## src/hdl/oadc_pkg.sv

```systemverilog
`timescale 1ns / 1ps
// ----------------------------------------------------------------------------
// oadc_pkg
// Shared types, constants and helpers of the obstacle avoidance drive
// controller.
// ----------------------------------------------------------------------------
package oadc_pkg;

    localparam int SPEED_LIMIT_DEF = 150;

    localparam int ECHO_W  = 15;
    localparam int SPEED_W = 8;
    localparam int HOLD_W  = 9;
    localparam int CNT_W   = 4;
    localparam int MAX_CMD = 4;
    localparam int IN_W    = 48;
    localparam int OUT_W   = 32;
    localparam int ADDR_W  = 5;
    localparam int DATA_W  = 32;

    localparam logic [ECHO_W-1:0] FAR_ECHO_US = 15'd23530;

    localparam logic [HOLD_W-1:0] HOLD_STOP   = 9'd50;
    localparam logic [HOLD_W-1:0] HOLD_BACKUP = 9'd350;
    localparam logic [HOLD_W-1:0] HOLD_SPIN   = 9'd450;
    localparam logic [HOLD_W-1:0] HOLD_FINAL  = 9'd100;

    // register map, word index
    typedef enum logic [2:0] {
        REG_OBSTACLE_ECHO = 3'd0,
        REG_DEFAULT_TURN  = 3'd1,
        REG_TAPE_CONFIRM  = 3'd2,
        REG_CLEAR_CONFIRM = 3'd3,
        REG_STRAIGHT_SPD  = 3'd4,
        REG_BACKUP_SPD    = 3'd5,
        REG_SPIN_SPD      = 3'd6,
        REG_VIBRATE_BOOST = 3'd7
    } t_reg_idx;

    localparam logic [ECHO_W-1:0]  RST_OBSTACLE_ECHO = 15'd471;
    localparam logic               RST_DEFAULT_TURN  = 1'b1;
    localparam logic [CNT_W-1:0]   RST_TAPE_CONFIRM  = 4'd1;
    localparam logic [CNT_W-1:0]   RST_CLEAR_CONFIRM = 4'd3;
    localparam logic [SPEED_W-1:0] RST_STRAIGHT_SPD  = 8'd130;
    localparam logic [SPEED_W-1:0] RST_BACKUP_SPD    = 8'd100;
    localparam logic [SPEED_W-1:0] RST_SPIN_SPD      = 8'd150;
    localparam logic [SPEED_W-1:0] RST_VIBRATE_BOOST = 8'd15;

    typedef struct packed {
        logic [ECHO_W-1:0]  obstacle_echo_us;
        logic               dflt_spin_left;
        logic [CNT_W-1:0]   tape_confirm_rounds;
        logic [CNT_W-1:0]   clear_confirm_rounds;
        logic [SPEED_W-1:0] drive_speed;
        logic [SPEED_W-1:0] backup_speed;
        logic [SPEED_W-1:0] spin_speed;
        logic [SPEED_W-1:0] vibrate_boost;
    } t_cfg;

    // one motor command before clamp and vibration
    typedef struct packed {
        logic               left_reverse;
        logic [SPEED_W-1:0] left_speed;
        logic               right_reverse;
        logic [SPEED_W-1:0] right_speed;
        logic [HOLD_W-1:0]  hold_ms;
        logic               last;
    } t_cmd;

    typedef struct packed {
        t_cmd [MAX_CMD-1:0] cmds;
        logic [2:0]         cnt;
    } t_batch;

    function automatic t_cmd make_cmd(logic lrev, logic [SPEED_W-1:0] lmag, logic rrev,
                                      logic [SPEED_W-1:0] rmag, logic [HOLD_W-1:0] hold,
                                      logic last);
        t_cmd c;
        c.left_reverse  = lrev;
        c.left_speed    = lmag;
        c.right_reverse = rrev;
        c.right_speed   = rmag;
        c.hold_ms       = hold;
        c.last          = last;
        return c;
    endfunction

    function automatic logic [SPEED_W-1:0] clamp_speed(logic [SPEED_W:0] v,
                                                       logic [SPEED_W:0] limit);
        return (v > limit) ? limit[SPEED_W-1:0] : v[SPEED_W-1:0];
    endfunction

endpackage

```

## src/hdl/oadc_apb_regs.sv

```systemverilog
`timescale 1ns / 1ps
// ----------------------------------------------------------------------------
// oadc_apb_regs
// APB configuration register file, one 32-bit word per register.
// ----------------------------------------------------------------------------
module oadc_apb_regs (
    input  logic                       i_clk,
    input  logic                       i_rst_n,
    input  logic                       psel,
    input  logic                       penable,
    input  logic                       pwrite,
    input  logic [oadc_pkg::ADDR_W-1:0] paddr,
    input  logic [oadc_pkg::DATA_W-1:0] pwdata,
    output logic [oadc_pkg::DATA_W-1:0] prdata,
    output logic                       pready,
    output oadc_pkg::t_cfg             o_cfg
);
    import oadc_pkg::*;

    t_cfg     r_cfg;
    t_reg_idx idx;
    logic     wr_en;

    assign idx    = t_reg_idx'(paddr[ADDR_W-1:2]);
    assign wr_en  = psel && penable && pwrite;
    assign pready = 1'b1;
    assign o_cfg  = r_cfg;

    always_ff @(posedge i_clk) begin
        if (!i_rst_n) begin
            r_cfg.obstacle_echo_us     <= RST_OBSTACLE_ECHO;
            r_cfg.dflt_spin_left       <= RST_DEFAULT_TURN;
            r_cfg.tape_confirm_rounds  <= RST_TAPE_CONFIRM;
            r_cfg.clear_confirm_rounds <= RST_CLEAR_CONFIRM;
            r_cfg.drive_speed          <= RST_STRAIGHT_SPD;
            r_cfg.backup_speed         <= RST_BACKUP_SPD;
            r_cfg.spin_speed           <= RST_SPIN_SPD;
            r_cfg.vibrate_boost        <= RST_VIBRATE_BOOST;
        end else if (wr_en) begin
            unique case (idx)
                REG_OBSTACLE_ECHO: r_cfg.obstacle_echo_us     <= pwdata[ECHO_W-1:0];
                REG_DEFAULT_TURN:  r_cfg.dflt_spin_left       <= pwdata[0];
                REG_TAPE_CONFIRM:  r_cfg.tape_confirm_rounds  <= pwdata[CNT_W-1:0];
                REG_CLEAR_CONFIRM: r_cfg.clear_confirm_rounds <= pwdata[CNT_W-1:0];
                REG_STRAIGHT_SPD:  r_cfg.drive_speed          <= pwdata[SPEED_W-1:0];
                REG_BACKUP_SPD:    r_cfg.backup_speed         <= pwdata[SPEED_W-1:0];
                REG_SPIN_SPD:      r_cfg.spin_speed           <= pwdata[SPEED_W-1:0];
                REG_VIBRATE_BOOST: r_cfg.vibrate_boost        <= pwdata[SPEED_W-1:0];
                default: ;
            endcase
        end
    end

    always_comb begin
        unique case (idx)
            REG_OBSTACLE_ECHO: prdata = DATA_W'(r_cfg.obstacle_echo_us);
            REG_DEFAULT_TURN:  prdata = DATA_W'(r_cfg.dflt_spin_left);
            REG_TAPE_CONFIRM:  prdata = DATA_W'(r_cfg.tape_confirm_rounds);
            REG_CLEAR_CONFIRM: prdata = DATA_W'(r_cfg.clear_confirm_rounds);
            REG_STRAIGHT_SPD:  prdata = DATA_W'(r_cfg.drive_speed);
            REG_BACKUP_SPD:    prdata = DATA_W'(r_cfg.backup_speed);
            REG_SPIN_SPD:      prdata = DATA_W'(r_cfg.spin_speed);
            REG_VIBRATE_BOOST: prdata = DATA_W'(r_cfg.vibrate_boost);
            default:           prdata = '0;
        endcase
    end

endmodule

```

## src/hdl/oadc_round.sv

```systemverilog
`timescale 1ns / 1ps
// ----------------------------------------------------------------------------
// oadc_round
// Per-round decision: tape confirmation, obstacle trigger, turn side and
// the raw command batch. Holds the avoidance state.
// ----------------------------------------------------------------------------
module oadc_round (
    input  logic                        i_clk,
    input  logic                        i_rst_n,
    input  oadc_pkg::t_cfg              i_cfg,
    input  logic                        i_accept,
    input  logic [1:0]                  i_tape_mask,
    input  logic [oadc_pkg::ECHO_W-1:0] i_center_echo_us,
    input  logic [oadc_pkg::ECHO_W-1:0] i_left_echo_us,
    input  logic [oadc_pkg::ECHO_W-1:0] i_right_echo_us,
    output oadc_pkg::t_batch            o_batch
);
    import oadc_pkg::*;

    logic [CNT_W-1:0] r_lcnt, r_rcnt, r_clear;
    logic             r_turning, r_side_left;
    logic [CNT_W-1:0] n_lcnt, n_rcnt, n_clear;
    logic             n_turning, n_side_left;

    logic [ECHO_W-1:0] c_echo, l_echo, r_echo;
    logic [CNT_W-1:0]  lcnt_up, rcnt_up, clear_up;
    logic              sonic, conf_l, conf_r, trigger, fresh;
    t_cmd              stop_cmd, spin_cmd;

    assign c_echo = (i_center_echo_us == '0) ? FAR_ECHO_US : i_center_echo_us;
    assign l_echo = (i_left_echo_us   == '0) ? FAR_ECHO_US : i_left_echo_us;
    assign r_echo = (i_right_echo_us  == '0) ? FAR_ECHO_US : i_right_echo_us;

    assign sonic = (c_echo < i_cfg.obstacle_echo_us) || (l_echo < i_cfg.obstacle_echo_us)
                || (r_echo < i_cfg.obstacle_echo_us);

    assign lcnt_up = !i_tape_mask[0] ? '0 :
                     (r_lcnt < i_cfg.tape_confirm_rounds) ? r_lcnt + 1'b1 : r_lcnt;
    assign rcnt_up = !i_tape_mask[1] ? '0 :
                     (r_rcnt < i_cfg.tape_confirm_rounds) ? r_rcnt + 1'b1 : r_rcnt;
    assign conf_l  = lcnt_up >= i_cfg.tape_confirm_rounds;
    assign conf_r  = rcnt_up >= i_cfg.tape_confirm_rounds;
    assign trigger = conf_l || conf_r || sonic;
    assign fresh   = !r_turning;
    assign clear_up = r_clear + 1'b1;

    always_comb begin
        n_lcnt      = lcnt_up;
        n_rcnt      = rcnt_up;
        n_clear     = r_clear;
        n_turning   = r_turning;
        n_side_left = r_side_left;
        stop_cmd    = make_cmd(1'b0, '0, 1'b0, '0, HOLD_STOP, 1'b0);
        spin_cmd    = make_cmd(1'b0, '0, 1'b0, '0, HOLD_SPIN, 1'b0);
        o_batch     = '0;
        if (trigger) begin
            n_lcnt    = '0;
            n_rcnt    = '0;
            n_clear   = '0;
            n_turning = 1'b1;
            if (fresh) begin
                if (conf_l && conf_r) begin
                    n_side_left = i_cfg.dflt_spin_left;
                end else if (conf_l) begin
                    n_side_left = 1'b0;
                end else if (conf_r) begin
                    n_side_left = 1'b1;
                end else begin
                    n_side_left = l_echo >= r_echo;
                end
            end
            spin_cmd = make_cmd(n_side_left, i_cfg.spin_speed, !n_side_left,
                                i_cfg.spin_speed, HOLD_SPIN, 1'b0);
            o_batch.cmds[0] = stop_cmd;
            if (fresh) begin
                o_batch.cmds[1] = make_cmd(1'b1, i_cfg.backup_speed, 1'b1,
                                           i_cfg.backup_speed, HOLD_BACKUP, 1'b0);
                o_batch.cmds[2] = spin_cmd;
                o_batch.cmds[3] = make_cmd(1'b0, '0, 1'b0, '0, HOLD_FINAL, 1'b1);
                o_batch.cnt     = 3'd4;
            end else begin
                o_batch.cmds[1] = spin_cmd;
                o_batch.cmds[2] = make_cmd(1'b0, '0, 1'b0, '0, HOLD_FINAL, 1'b1);
                o_batch.cnt     = 3'd3;
            end
        end else begin
            o_batch.cnt     = 3'd1;
            o_batch.cmds[0] = make_cmd(1'b0, i_cfg.drive_speed, 1'b0,
                                       i_cfg.drive_speed, HOLD_STOP, 1'b1);
            if (r_turning) begin
                if (clear_up < i_cfg.clear_confirm_rounds) begin
                    n_clear         = clear_up;
                    o_batch.cmds[0] = make_cmd(1'b0, '0, 1'b0, '0, HOLD_STOP, 1'b1);
                end else begin
                    n_turning = 1'b0;
                    n_clear   = '0;
                end
            end
        end
    end

    always_ff @(posedge i_clk) begin
        if (!i_rst_n) begin
            r_lcnt      <= '0;
            r_rcnt      <= '0;
            r_clear     <= '0;
            r_turning   <= 1'b0;
            r_side_left <= 1'b1;
        end else if (i_accept) begin
            r_lcnt      <= n_lcnt;
            r_rcnt      <= n_rcnt;
            r_clear     <= n_clear;
            r_turning   <= n_turning;
            r_side_left <= n_side_left;
        end
    end

endmodule

```

## src/hdl/oadc_emit.sv

```systemverilog
`timescale 1ns / 1ps
// ----------------------------------------------------------------------------
// oadc_emit
// Batch buffer and output register: sends one command per cycle unless
// stalled, applying the speed clamp and the alternating vibration boost.
// ----------------------------------------------------------------------------
module oadc_emit #(
    parameter int SPEED_LIMIT = oadc_pkg::SPEED_LIMIT_DEF
) (
    input  logic                         i_clk,
    input  logic                         i_rst_n,
    input  logic [oadc_pkg::SPEED_W-1:0] i_vibrate_boost,
    input  logic                         i_batch_valid,
    input  oadc_pkg::t_batch             i_batch,
    output logic                         o_batch_ready,
    output logic                         o_valid,
    input  logic                         i_ready,
    output oadc_pkg::t_cmd               o_cmd
);
    import oadc_pkg::*;

    localparam logic [SPEED_W:0] LIMIT = (SPEED_W+1)'(SPEED_LIMIT);

    t_cmd [MAX_CMD-1:0] r_cmds;
    logic [2:0]         r_cnt;
    logic [1:0]         r_idx;
    logic               r_valid, r_phase;
    t_cmd               r_out;

    t_cmd               cur, n_out;
    logic               load, take;
    logic [SPEED_W-1:0] lc, rc, lv, rv;

    assign load          = (r_cnt != '0) && (!r_valid || i_ready);
    assign o_batch_ready = (r_cnt == '0) || ((r_cnt == 3'd1) && load);
    assign take          = i_batch_valid && o_batch_ready;
    assign cur           = r_cmds[r_idx];

    always_comb begin
        lc = clamp_speed({1'b0, cur.left_speed}, LIMIT);
        rc = clamp_speed({1'b0, cur.right_speed}, LIMIT);
        lv = lc;
        rv = rc;
        if (!r_phase) begin
            lv = clamp_speed({1'b0, lc} + {1'b0, i_vibrate_boost}, LIMIT);
            rv = clamp_speed({1'b0, rc} + {1'b0, i_vibrate_boost}, LIMIT);
        end
        n_out               = cur;
        n_out.left_speed    = lv;
        n_out.right_speed   = rv;
        n_out.left_reverse  = cur.left_reverse && (lv != '0);
        n_out.right_reverse = cur.right_reverse && (rv != '0);
    end

    always_ff @(posedge i_clk) begin
        if (!i_rst_n) begin
            r_cnt   <= '0;
            r_idx   <= '0;
            r_valid <= 1'b0;
            r_phase <= 1'b0;
        end else begin
            if (take) begin
                r_cnt <= i_batch.cnt;
                r_idx <= '0;
            end else if (load) begin
                r_cnt <= r_cnt - 1'b1;
                r_idx <= r_idx + 1'b1;
            end
            if (load) begin
                r_valid <= 1'b1;
                r_phase <= !r_phase;
            end else if (i_ready) begin
                r_valid <= 1'b0;
            end
        end
    end

    always_ff @(posedge i_clk) begin
        if (take) begin
            r_cmds <= i_batch.cmds;
        end
        if (load) begin
            r_out <= n_out;
        end
    end

    assign o_valid = r_valid;
    assign o_cmd   = r_out;

endmodule

```

## src/hdl/obstacle_avoidance_drive_controller.sv

```systemverilog
`timescale 1ns / 1ps
// ----------------------------------------------------------------------------
// obstacle_avoidance_drive_controller
// Sensing rounds in, sign/magnitude wheel commands out.
// ----------------------------------------------------------------------------
// channel   direction  handshake                 payload
// s_axis    in         tvalid/tready             one sensing round
// m_axis    out        tvalid/tready, tlast      one wheel command
// apb       in/out     psel/penable, pready=1    eight config registers
//
// A round is taken in a single s_axis transfer and yields 1, 3 or 4 commands,
// sent one per cycle from the output register while m_axis does not stall.
// The next round is accepted in the cycle its predecessor's last command
// moves into the output register. Output stalls back-pressure s_axis.
// Synchronous active-low reset clears state; config takes its reset values.
// ----------------------------------------------------------------------------
module obstacle_avoidance_drive_controller #(
    parameter int SPEED_LIMIT = oadc_pkg::SPEED_LIMIT_DEF
) (
    input  logic                         i_clk,
    input  logic                         i_rst_n,
    input  logic                         i_s_axis_tvalid,
    output logic                         o_s_axis_tready,
    // tape_mask[1:0], center_echo_us[16:2], left_echo_us[31:17],
    // right_echo_us[46:32], zero pad [47]
    input  logic [oadc_pkg::IN_W-1:0]    i_s_axis_tdata,
    output logic                         o_m_axis_tvalid,
    input  logic                         i_m_axis_tready,
    // left_reverse[0], left_speed[8:1], right_reverse[9], right_speed[17:10],
    // hold_ms[26:18], zero pad [31:27]
    output logic [oadc_pkg::OUT_W-1:0]   o_m_axis_tdata,
    output logic                         o_m_axis_tlast,
    input  logic                         psel,
    input  logic                         penable,
    input  logic                         pwrite,
    input  logic [oadc_pkg::ADDR_W-1:0]  paddr,
    input  logic [oadc_pkg::DATA_W-1:0]  pwdata,
    output logic [oadc_pkg::DATA_W-1:0]  prdata,
    output logic                         pready
);
    import oadc_pkg::*;

    t_cfg   cfg;
    t_batch batch;
    t_cmd   cmd;
    logic   accept;

    assign accept = i_s_axis_tvalid && o_s_axis_tready;

    oadc_apb_regs u_regs (
        .i_clk   (i_clk),
        .i_rst_n (i_rst_n),
        .psel    (psel),
        .penable (penable),
        .pwrite  (pwrite),
        .paddr   (paddr),
        .pwdata  (pwdata),
        .prdata  (prdata),
        .pready  (pready),
        .o_cfg   (cfg)
    );

    oadc_round u_round (
        .i_clk            (i_clk),
        .i_rst_n          (i_rst_n),
        .i_cfg            (cfg),
        .i_accept         (accept),
        .i_tape_mask      (i_s_axis_tdata[1:0]),
        .i_center_echo_us (i_s_axis_tdata[16:2]),
        .i_left_echo_us   (i_s_axis_tdata[31:17]),
        .i_right_echo_us  (i_s_axis_tdata[46:32]),
        .o_batch          (batch)
    );

    oadc_emit #(
        .SPEED_LIMIT (SPEED_LIMIT)
    ) u_emit (
        .i_clk           (i_clk),
        .i_rst_n         (i_rst_n),
        .i_vibrate_boost (cfg.vibrate_boost),
        .i_batch_valid   (i_s_axis_tvalid),
        .i_batch         (batch),
        .o_batch_ready   (o_s_axis_tready),
        .o_valid         (o_m_axis_tvalid),
        .i_ready         (i_m_axis_tready),
        .o_cmd           (cmd)
    );

    assign o_m_axis_tdata = {5'b0, cmd.hold_ms, cmd.right_speed, cmd.right_reverse,
                             cmd.left_speed, cmd.left_reverse};
    assign o_m_axis_tlast = cmd.last;

endmodule

```

## config.mk

```make
export PLATFORM = sky130hd
export DESIGN_NAME = obstacle_avoidance_drive_controller
export DESIGN_NICKNAME = d
export VERILOG_FILES = /design/src/hdl/oadc_pkg.sv /design/src/hdl/oadc_apb_regs.sv /design/src/hdl/oadc_round.sv /design/src/hdl/oadc_emit.sv /design/src/hdl/obstacle_avoidance_drive_controller.sv
export SDC_FILE = /design/constraint.sdc
export NUM_CORES = 1
export LEC_CHECK = 0
export ABC_CLOCK_PERIOD_IN_PS = 3680
export BUFFER_PORTS_ARGS = -buffer_cell sky130_fd_sc_hd__buf_2
export CAP_MARGIN = 20
export CORE_ASPECT_RATIO = 0.9
export CORE_MARGIN = 2
export CORE_UTILIZATION = 53
export CTS_BUF_LIST = sky130_fd_sc_hd__clkbuf_2 sky130_fd_sc_hd__clkbuf_4 sky130_fd_sc_hd__clkbuf_8
export DETAILED_ROUTE_END_ITERATION = 10
export GPL_ROUTABILITY_DRIVEN = 0
export GPL_TIMING_DRIVEN = 0
export PLACE_DENSITY_LB_ADDON = 0.2
export SLEW_MARGIN = 20
export SYNTH_ARGS = -nofsm -noshare
export SYNTH_HDL_FRONTEND = slang
export SYNTH_SLANG_ARGS = --single-unit
```

## constraint.sdc

```tcl
create_clock -name i_clk -period 3.68 [get_ports i_clk]
set_input_delay 0.736 -clock i_clk [delete_from_list [all_inputs] [get_ports i_clk]]
set_output_delay 0.736 -clock i_clk [all_outputs]
set_load 0.03 [all_outputs]
```

== After elaboration in Yosys (flattened, before gate mapping) ==
Cells that the tools add are included.
W data, S select, Z words.
Operators by class
  add/subtract/negate cells: 7
  $mul: 0
  div/mod/pow operators: 0
  $lt $le $gt $ge: 14
  equal/unequal tests: 8
  shift-type cells: 0
  multiplexer cells: 39
  bitwise logic cells: 3
  reductions and logical operators: 41
Operators with widths (count)
  $pmux W32 S8: 1
  $bmux W28 S2: 1
  $mux W8: 7
  $mux W27: 2
  $logic_not A15 Y1: 3
  $lt A15 B15 Y1: 3
  $mux W15: 3
  $mux W38: 1
  $mux W4: 9
  $mux W28: 1
  $reduce_and A2 Y1: 10
  $add A8 B8 Y9: 2
  $gt A9 B8 Y1 const B: 2
  $gt A8 B8 Y1 const B: 2
  $reduce_bool A8 Y1: 2
  $ge A15 B15 Y1: 1
  $add A4 B1 Y4 const B: 3
  $eq A3 B3 Y1 const B: 4
  $lt A4 B4 Y1: 3
  $mux W3: 4
  $mux W1: 10
  $ge A4 B4 Y1: 2
  $logic_and A1 B1 Y1: 8
  $eq A3 B1 Y1 const B: 2
  11 further kinds: 26
Storage, ports and cells
  bits in registers: 209
  latch bits: 0
  RAM bits: 0
  bits in read-only memories: 0
  input bits: 92
  output and inout bits: 68
  word-level logic and storage cells: 158
  memories kept: 0

== Longest topological paths before layout ==
  depth after elaboration: 11
  mapped depth: 17
  gate-level depth less buffers: 16

== By module ==
A second synthesis with hierarchy kept.
Second synthesis, totals
  cells, all modules: 1296
  area, all modules: 13435.4 um2
By module, submodules not included
  oadc_emit: times used 1, cells each 434, area each 6769.0 um2, seq. area each 4344.2 um2
  oadc_round: times used 1, cells each 518, area each 3849.9 um2, seq. area each 280.3 um2
  oadc_apb_regs: times used 1, cells each 337, area each 2768.9 um2, seq. area each 1121.1 um2
  obstacle_avoidance_drive_controller: times used 1, cells each 7, area each 47.5 um2, seq. area each 0.0 um2

== Least setup slack after synthesis ==
OpenSTA, ideal clock, no wires.
  kind: register to register
  start point: register u_emit.r_idx[1]
  end point: register u_emit.r_out, in the netlist u_emit.o_cmd[18], data pin
  library setup time: 264 ps
  arrival: 3586 ps
  data required time: 3416 ps
  path slack: -170 ps
  cell stages (with the launch flop): 17
  buffers on the path: 1
  period minus slack after synthesis: 3850 ps
  cell sequence: dfxtp_1 buf_2 mux2i_1 a2bb2oi_1 o211ai_1 o21a_1 nor2_1 ha_1 inv_1 fa_1 nand2b_1 a21oi_1 o211ai_1 o21a_1 o31a_1 nor4_2 a21oi_1
RTL lines
  start: declaration: RTL line oadc_emit.sv:26  | logic [1:0] r_idx;
  start signal: assignment: RTL line oadc_emit.sv:67  | r_idx <= r_idx + 1'b1;
  end signal: assignment: RTL line oadc_emit.sv:83  | r_out <= n_out;
  end: declaration: RTL line oadc_emit.sv:28  | t_cmd r_out;

==> impl_metrics.py <==
metrics = {
    "min_path": {
        "hold_path.class": "reg -> reg",
    },
    "synth": {
        "syn_area_um2": 8870,
        "synth_cell_types": 74,
        "synth_flop_cell": "dfxtp_1",
        "syn_inst": 991,
        "yosysSeqAreaShare_pct": 34.6,
        "syn_area_per_cell_um2": 8.95,
        "synth-xor-area-share_pct": 1.28,
        "synth_edf_count": 51,
        "synthSimpleGateAreaFrac_pct": 18.7,
        "async_reset_ff_share_pct": 0,
        "synth.area.mux_share_pct": 8.13,
        "synth_seq_cells": 128,
        "synth-adder-area-share_pct": 12.6,
        "synth_compound_area_share_pct": 16.9,
        "synth_top_family_by_area": "simple AND/OR/NAND/NOR gates",
        "yosys_warnings": 0,
    },
    "sta": {
        "finClkSkew_ps": 15.0,
        "tightestPinTransition_ps": 1040,
        "min_period_ps": 3900,
        "setup_viol": 3,
        "timing.slew.headroom_pct": 30.2,
        "fmax_ghz": 0.256,
        "period_share_pct": 106,
        "final-hold-violation-count": 0,
        "whs_ps": 464,
        "rsz0062_at_grt": "true",
        "maxSlewViolCount": 0,
        "finalWorstSetupSlack_ps": -223,
    },
    "clock_network": {
        "root_buffer": "clkbuf_8",
        "clock-sinks": 128,
        "numCtsBuffers": 17,
        "htree_num_levels": 4,
        "cts_tree": "built",
        "clock_latency_ps": 460,
        "clk_pin_slew_ps": 80,
        "cts_buffer_depth": 2,
        "cts_hold_buffers": 0,
    },
    "floorplanning": {
        "fp-row-count": 44,
        "die_height_um": 127,
        "coreArea_um2": 16200,
        "initial_core_util_pct": 54.6,
        "die_w_um": 140,
        "dieArea_um2": 17800,
        "ios": 160,
    },
    "detailed_routing": {
        "drtPass1Iterations": 5,
        "drtIter0Drc": 510,
        "antenna_left": 0,
        "vias_per_cell": 5.66,
        "wire_per_inst_um": 17.3,
        "vias": 7964,
        "drt_wl_total_mm": 24.3,
        "remaining_drc_errors": 0,
    },
    "power_and_ir_drop": {
        "p_per_area_nw_per_um2": 594,
        "vdd_drop_max_v": 0.000310,
        "p_leak_nw": 4.77,
        "power_mw": 6.60,
    },
    "finish": {
        "num-fill-cells": 1287,
        "drive_gt1_share_pct": 27.4,
        "syn2layout_area_growth_pct": 25.3,
        "antenna_cells": 0,
        "layout.nets": 1367,
        "fin_util_pct": 68.4,
        "final_area_um2": 11100,
    },
    "global_routing": {
        "grt_pass1_wl_mm": 37.2,
        "grt_usage_pct": 26.5,
        "antenna_found_initial": 0,
        "grt-ovfl-total": 0,
        "grt_max_degree": 39,
        "grt_pass1_vias": 7375,
    },
    "placed_design": {
        "pre_cts_ws_ps": -694,
        "port_buffers": 112,
        "place_hpwl_mm": 18.1,
        "postPlaceCellArea_um2": 9850,
    },
    "critical_path": {
        "worstSetupPathType": "reg -> reg",
        "arrival_ps": 4100,
        "cp-end-kind": "register",
        "cp.required_ps": 3870,
        "startpoint_type": "register",
        "cp_max_fo": 5,
    },
    "outcome": {
        "violations": "negative setup slack",
        "run_status": "finished, violations left",
    },
    "run": {
        "drv_cap": 0,
    },
}
==> worst paths after layout <==
path	startpoint	endpoint	slack, ps	cells after the start
worst max-delay path	u_emit.r_idx[1]	u_emit.o_cmd[27]	-220	17
worst min-delay path	u_regs.o_cfg[55]	u_regs.o_cfg[55]	460	2
worst max register to register	u_emit.r_idx[1]	u_emit.o_cmd[27]	-220	17
worst min register to register	u_regs.o_cfg[55]	u_regs.o_cfg[55]	460	2
==> routing by layer <==
layer / track usage (%) / vias to the layer above / routed length, µm / share of wire (%)
li1: - / 3907 / - / -
met3: 4.15 / 36 / 1530 / 6.3
met2: 45.1 / 275 / 11800 / 49
met5: 0 / - / 0 / 0
met4: 9.51 / 0 / 483 / 2.0
met1: 34.3 / 3746 / 10500 / 43
==> synth_stat cells, drive strengths merged, types with 3 or more instances <==
cell type,count,area share [%]
and2,7,0.52
and3,19,1.3
nor2,70,3.0
dfxtp,77,17
a221oi,3,0.37
nor4,12,0.92
edfxtp,51,17
o32ai,3,0.30
mux2,10,1.3
a211o,7,0.69
nand2b,42,3.0
mux4,3,0.76
or3,4,0.34
nand4,10,0.71
o41ai,7,0.69
o21ai,30,1.7
a22o,9,0.92
nand3,22,1.2
a21oi,52,2.9
xnor2,7,0.69
nor2b,23,1.6
ha,88,12
inv,60,2.5
a2bb2oi,5,0.49
buf,44,3.4
xor2,6,0.59
or2,3,0.21
mux2i,54,6.1
nand2,98,4.1
a21o,16,1.4
a211oi,11,1.1
o21a,4,0.34
a31oi,6,0.42
nor3,13,0.73
a22oi,5,0.42
a21boi,16,1.4
or4,3,0.30
o211ai,19,1.7
o22a,4,0.39
clkbuf,40,1.7
==> layout make-up <==
type,count,area [µm²],area share [%]
Tap cell,207,259,2.33
Clock inverter,13,138,1.24
Timing Repair Buffer,154,975,8.77
Inverter,61,235,2.12
Clock buffer,19,249,2.24
Multi-Input combinational cell,740,5670,51.0
Buffer,84,497,4.47
Sequential cell,128,3090,27.8
==> kinds of logic (layout without fill, tap and decap cells) <==
kind of cell | Yosys count | after routing
buf+inv | 145 | 331
flops | 128 | 128
other cells | 2 | 24
xor+xnor | 13 | 13
mux | 67 | 67
simple gates | 332 | 332
fa+ha+maj | 89 | 89
compound gates | 215 | 215
==> critical path: stages (launching register included) <==
cell and delay, ps:
dfxtp_4 370, buf_8 130, mux2i_2 220, a2bb2oi_2 210, o211ai_1 180, o21a_1 240
nor2_2 130, ha_2 210, inv_2 40, fa_2 380, nand2b_4 160, a21oi_2 140
o211ai_1 180, buf_4 180, a211oi_1 270, o22ai_1 170, nor4_4 320, a21oi_1 130
==> registers in the layout, indices dropped and copies added, names as in the netlist <==
name / count
u_regs.o_cfg: 56
u_emit.r_cmds: 32
u_emit.o_cmd: 19
u_round.r_clear: 4
u_round.r_lcnt: 4
u_round.r_rcnt: 4
u_emit.r_cnt: 3
u_emit.r_idx: 2
u_emit.o_valid: 1
u_emit.r_phase: 1
u_round.r_side_left: 1
u_round.r_turning: 1
==> what timing repair did <==
item / CTS / global route
pin swaps: 23 / 28
endpoints found under the setup margin: 54 / 44
setup buffers: 31 / 6
gates resized for setup: 59 / 52
cloned: 2 / 2
hold endpoints to repair: 0 / 0
==> metrics by stage <==
| step | setup TNS (ps) | instances |
|---|---|---|
| 6_report | -530 | 1406 |
| 4_1_cts | -237 | 1398 |
| 3_5_place_dp | -24080 | 1333 |
| 5_1_grt | -3850 | 1406 |
| 3_3_place_gp | -21930 | 1332 |
| 2_1_floorplan | 0 | 1013 |
==> cell usage in the layout, fill, tap and decap left out, types with 12 or more instances in the layout <==
| master | count |
|---|---|
| nor2b_1 | 22 |
| o211ai_1 | 18 |
| a21o_1 | 16 |
| edfxtp_1 | 51 |
| clkbuf_8 | 18 |
| a21oi_1 | 45 |
| buf_4 | 65 |
| mux2i_1 | 50 |
| ha_1 | 84 |
| nand2b_1 | 39 |
| clkbuf_1 | 39 |
| buf_2 | 114 |
| a21boi_0 | 15 |
| o21ai_0 | 27 |
| dfxtp_1 | 70 |
| inv_1 | 55 |
| conb_1 | 24 |
| nand2_1 | 98 |
| nor2_1 | 57 |
| nor3_1 | 12 |
| nand3_1 | 22 |
==> power breakdown <==
group / leakage [nW] / switching (mW) / internal [mW]
logic: 3.47 / 2.03 / 1.41
clock network: 0.195 / 0.595 / 0.618
registers: 1.10 / 0.0976 / 1.85
Note: power is estimated with default switching activity, not from simulation.
